<file path="config.mk">
export PLATFORM = sky130hd
export DESIGN_NAME = dtdz_zone
export DESIGN_NICKNAME = d
export VERILOG_FILES = /design/src/hdl/dtdz_pkg.sv /design/src/hdl/dtdz_zone.sv
export SDC_FILE = /design/constraint.sdc
export NUM_CORES = 1
export LEC_CHECK = 0
export ABC_CLOCK_PERIOD_IN_PS = 3800
export BUFFER_PORTS_ARGS = -buffer_cell sky130_fd_sc_hd__buf_2
export CAP_MARGIN = 10
export CORE_UTILIZATION = 51
export DETAILED_ROUTE_END_ITERATION = 8
export PLACE_DENSITY_LB_ADDON = 0.2
export RECOVER_POWER = 100
export SLEW_MARGIN = 20
export SYNTH_ARGS = -nofsm -noshare
export SYNTH_HDL_FRONTEND = slang
export SYNTH_SLANG_ARGS = --single-unit
</file>
<file path="constraint.sdc">
create_clock -name clk -period 3.8 [get_ports clk]
set_input_delay 0.38 -clock clk [delete_from_list [all_inputs] [get_ports clk]]
set_output_delay 0.38 -clock clk [all_outputs]
set_load 0.05 [all_outputs]
</file>
<file path="src/hdl/dtdz_pkg.sv">
// Shared constants, types and the arctangent table for the tilt delta block.
`default_nettype none
package dtdz_pkg;

  localparam int CordicSteps = 16;
  localparam int SqrtSteps   = 25;   // result bits of the 50-bit square root
  localparam int SqW         = 50;   // radicand width: (y*y+z*z) << 16
  localparam int VW          = 36;   // CORDIC vector width
  localparam int AW          = 32;   // angle accumulator width
  localparam int PitchMax    = 9000;

  localparam logic [0:0] RegSafe    = 1'b0;
  localparam logic [0:0] RegCaution = 1'b1;

  localparam logic [1:0] ZoneSafe    = 2'd0;
  localparam logic [1:0] ZoneCaution = 2'd1;
  localparam logic [1:0] ZoneOver    = 2'd2;

  // Square root in flight: remainder, partial root, the radicand and the x input.
  typedef struct packed {
    logic [SqW-1:0] rem;
    logic [25:0]    root;
    logic [SqW-1:0] n;
    logic signed [15:0] x;
  } sqrt_st_t;

  typedef struct packed {
    logic signed [VW-1:0] vx;
    logic signed [VW-1:0] vy;
    logic signed [AW-1:0] ang;
  } cordic_st_t;

  function automatic logic signed [AW-1:0] atan_tab(input int i);
    logic signed [AW-1:0] t;
    case (i)
      0: t = 32'sd294912000;  1: t = 32'sd174096719;  2: t = 32'sd91987925;
      3: t = 32'sd46694507;   4: t = 32'sd23437865;   5: t = 32'sd11730358;
      6: t = 32'sd5866610;    7: t = 32'sd2933484;    8: t = 32'sd1466765;
      9: t = 32'sd733385;     10: t = 32'sd366693;    11: t = 32'sd183346;
      12: t = 32'sd91673;     13: t = 32'sd45837;     14: t = 32'sd22918;
      15: t = 32'sd11459;     16: t = 32'sd5730;      17: t = 32'sd2865;
      18: t = 32'sd1432;      19: t = 32'sd716;       20: t = 32'sd358;
      21: t = 32'sd179;       22: t = 32'sd90;        default: t = 32'sd45;
    endcase
    return t;
  endfunction

endpackage
`default_nettype wire

</file>
<file path="src/hdl/dtdz_zone.sv">
// Difference of the two pitches and zone classification, two register stages.
`default_nettype none
module dtdz_zone (
  input  wire logic               clk,
  input  wire logic signed [14:0] pitch_a_in,
  input  wire logic signed [14:0] pitch_b_in,
  input  wire logic [14:0]        safe_limit,
  input  wire logic [14:0]        caution_limit,
  output logic signed [14:0]      pitch_a,
  output logic signed [14:0]      pitch_b,
  output logic signed [15:0]      pitch_difference,
  output logic [1:0]              zone
);

  logic signed [14:0] pa1, pb1;
  logic signed [15:0] d1;
  logic [15:0] mag;

  always_ff @(posedge clk) begin
    pa1 <= pitch_a_in;
    pb1 <= pitch_b_in;
    d1  <= 16'(pitch_b_in) - 16'(pitch_a_in);
  end

  assign mag = d1[15] ? 16'(-d1) : 16'(d1);

  always_ff @(posedge clk) begin
    pitch_a          <= pa1;
    pitch_b          <= pb1;
    pitch_difference <= d1;
    if (mag < {1'b0, safe_limit})         zone <= dtdz_pkg::ZoneSafe;
    else if (mag < {1'b0, caution_limit}) zone <= dtdz_pkg::ZoneCaution;
    else                                  zone <= dtdz_pkg::ZoneOver;
  end

endmodule
`default_nettype wire

</file>
==> flow_summary.yaml <==
final_layout:
  drive_gt1_share_pct: 14.7
  fin_util_pct: 64.7
  num-nets-final: 576
  area_growth_pct: 21.0
  n_antenna_cell: 0
setup_path:
  arrival_ps: 3450
  r2r-end: "zone[1]"
  worstPathCellList: "or4_1 > or3_1 > o21ai_0 > xnor2_1 > ha_1 > a21o_1 > a21o_1 > a21o_1 > a211oi_1 > o211a_1 > nor2_1"
  critical-path-max-stage-delay_ps: 590
  cpMaxStageDelayCell: "or4_1"
  crit_top_cell: "a21o_1"
  reg2reg_depth: 11
  critical_path_class: "register to register"
  ff2ff_setup_slack_ps: 590
  start_kind: "register"
  cp-end-kind: "register"
  critPathRequiredTime_ps: 4040
  reg2reg_from: "d1[5]"
  cp_max_fo: 4
timing:
  setup_viol: 0
  finalCritPeriodShare_pct: 84.5
  tns_ps: 0
  finalCriticalPeriod_ps: 3210
  layout_setup_ws_ps: 589
  hold_violations: 0
  worst_hold_slack_ps: 139
  slew_headroom_pct: 56.8
  timing.fmax_mhz: 311
  finalClockSkew_ps: 8.00
  slew_viol_final: 0
  rsz0062_at_grt: "no"
  worstMarginPinSlew_ps: 651
clock_network:
  worstSkewPairLatency_ps: 350
  clockBufferDepth: 2
  htreeDepth: 3
  post_cts_resized: 0
  cts_tree: "done"
  root_buffer: "clkbuf_8"
  cts_made_buffers: 9
  ctsHoldBuffers: 0
  cts_sinks: 94
  post_cts_buffers: 0
  cts.clk_slew.worst_paths_ps: 90
floorplanning:
  die_h_microns: 87.1
  die-area_sq_um: 7580
  row_count: 30
  pin_count: 109
  start_util_pct: 53.4
  coreArea_sq_um: 6910
  die_w_microns: 87.1
synth:
  netlist-cell-type-count: 40
  synth_cells: 353
  ys_seq_elements: 94
  syn-mean-instance-area_sq_um: 10.5
  synth_top_area_share_pct: 51.0
  syn_area_sq_um: 3690
  syn_nets: 459
  ys_seq_area_share_pct: 51.0
  synth_edf_count: 0
  synth_commonest_cells: "dfxtp_1 (94), inv_1 (53), ha_1 (44)"
  yosysTopAreaCell: "dfxtp_1"
  yosys_warnings: 0
  yosys-top-cells-area: "dfxtp_1 (51%), ha_1 (15%), inv_1 (5.4%)"
  synth_most_common_cell: "dfxtp_1"
  async_flop_share_pct: 0
  ys.flop_type: "dfxtp_1"
routing:
  dr.pass1.iters: 4
  drt-total-wl_mm: 6.89
  drc: 0
  ant_nets: 0
  viasPerCell: 4.81
  vias: 2749
  drtIter0Drc: 103
  wl_per_cell_microns: 12.1
grt:
  antenna_found_initial: 0
  grt_pass1_vias: 2602
  grt_first_pass_wirelength_mm: 11.2
  gr-total-overflow: 0
  grt_max_degree: 19
  grtUsageTotal_pct: 19.2
placement:
  dp_slack_ps: 649
  routabilityCongestion: 0.864
  dp.final_hpwl_mm: 5.62
  port_buffers: 108
job:
  max-cap-violations: 0
worst_hold_path:
  min_from: "pitch_a_in[10]"
  hold_path_class: "input pin to register"
  min_to: "pa1[10]"
  hold_depth: 1
power_and_ir_drop:
  ir_worst_vdd_v: 0.000338
  leakagePower_nw: 2.17
  power_w: 0.00260
  powerDensity_nw_per_um2: 582
run_status:
  status: "completed"
[area by class of cell]
class | count | area, sq um
fillers | 662 | 2440
flip-flops and latches | 94 | 1880
multi-input cells | 204 | 1590
repair buffers | 108 | 468
inverters | 53 | 199
clock buffers | 10 | 128
well taps | 96 | 120
clock inverters | 6 | 75.1
[where the power goes]
part,internal (W),switching (W)
clock,0.000316,0.000340
sequential,0.00110,0.0000664
combinational,0.000273,0.000507
[critical path: cells and delay by family, from the launching register on]
family,cells,cell delay (ps)
adder cells (fa/ha/maj),1,280
XOR/XNOR,1,180
flip-flops,1,350
AO/OA/AOI/OAI,6,1230
AND/OR/NAND/NOR,3,1070
[flip-flops by register name (all words and copies together) (netlist names)]
name / count
d1: 16
pa1: 15
pb1: 15
pitch_a: 15
pitch_b: 15
pitch_difference: 16
zone: 2
[routing by layer]
| metal | GRT usage, % | up-vias | share of wire, % |
|---|---|---|---|
| met5 | 0 | - | 0 |
| met1 | 22.8 | 1207 | 45 |
| met2 | 33.7 | 89 | 48 |
| li1 | - | 1441 | - |
| met4 | 5.76 | 0 | 1.5 |
| met3 | 5.31 | 12 | 6.4 |
[metrics by stage]
step           cell area, sq um  std cells
5_1_grt                    4470        571
3_5_place_dp               4340        555
3_3_place_gp               4340        555
6_report                   4470        571
2_1_floorplan              3690        353
4_1_cts                    4550        571
[how the worst max path moves through the flow]
stage                      from       to  slack [ps]  cells past startpoint
after CTS                 d1[5]  zone[1]         630                     11
after global placement    d1[5]  zone[0]         780                     11
after global routing      d1[5]  zone[1]         430                     11
after detailed placement  d1[5]  zone[1]         650                     11
after floorplan           d1[5]  zone[1]         970                     11
final                     d1[5]  zone[1]         590                     11
[cell families (layout without fill, tap and decap cells)]
group	count (synthesis)	count (layout)	synth area share, %
DFF	94	94	51.0
AOI/OAI and AO/OA	72	72	12.9
and+or+nand+nor	65	65	9.76
buffers and inverters	55	177	5.59
adders and majority gates	45	45	15.5
xor gates and xnor gates	21	21	4.98
muxes	1	1	0.271
[cells in the final DEF (no fill, tap or decap), types with 3 or more instances in the layout]
master and instances:
buf_2 50, and3_1 3, inv_1 53, xnor2_1 19, or4_1 3, or3_1 3
clkbuf_1 59, o21ai_0 11, nand4_1 4, nor2b_1 4, nor3_1 8, nand2b_1 5
o21a_1 4, a211oi_1 3, nor2_1 13, nand3_1 10, dfxtp_1 94, a211o_1 3
o31ai_1 5, o31a_1 3, a31oi_1 3, a21oi_1 19, clkbuf_8 9, nand2_1 8
ha_1 44, a21o_1 11, inv_6 3
Power figures use the tool's default switching activity.
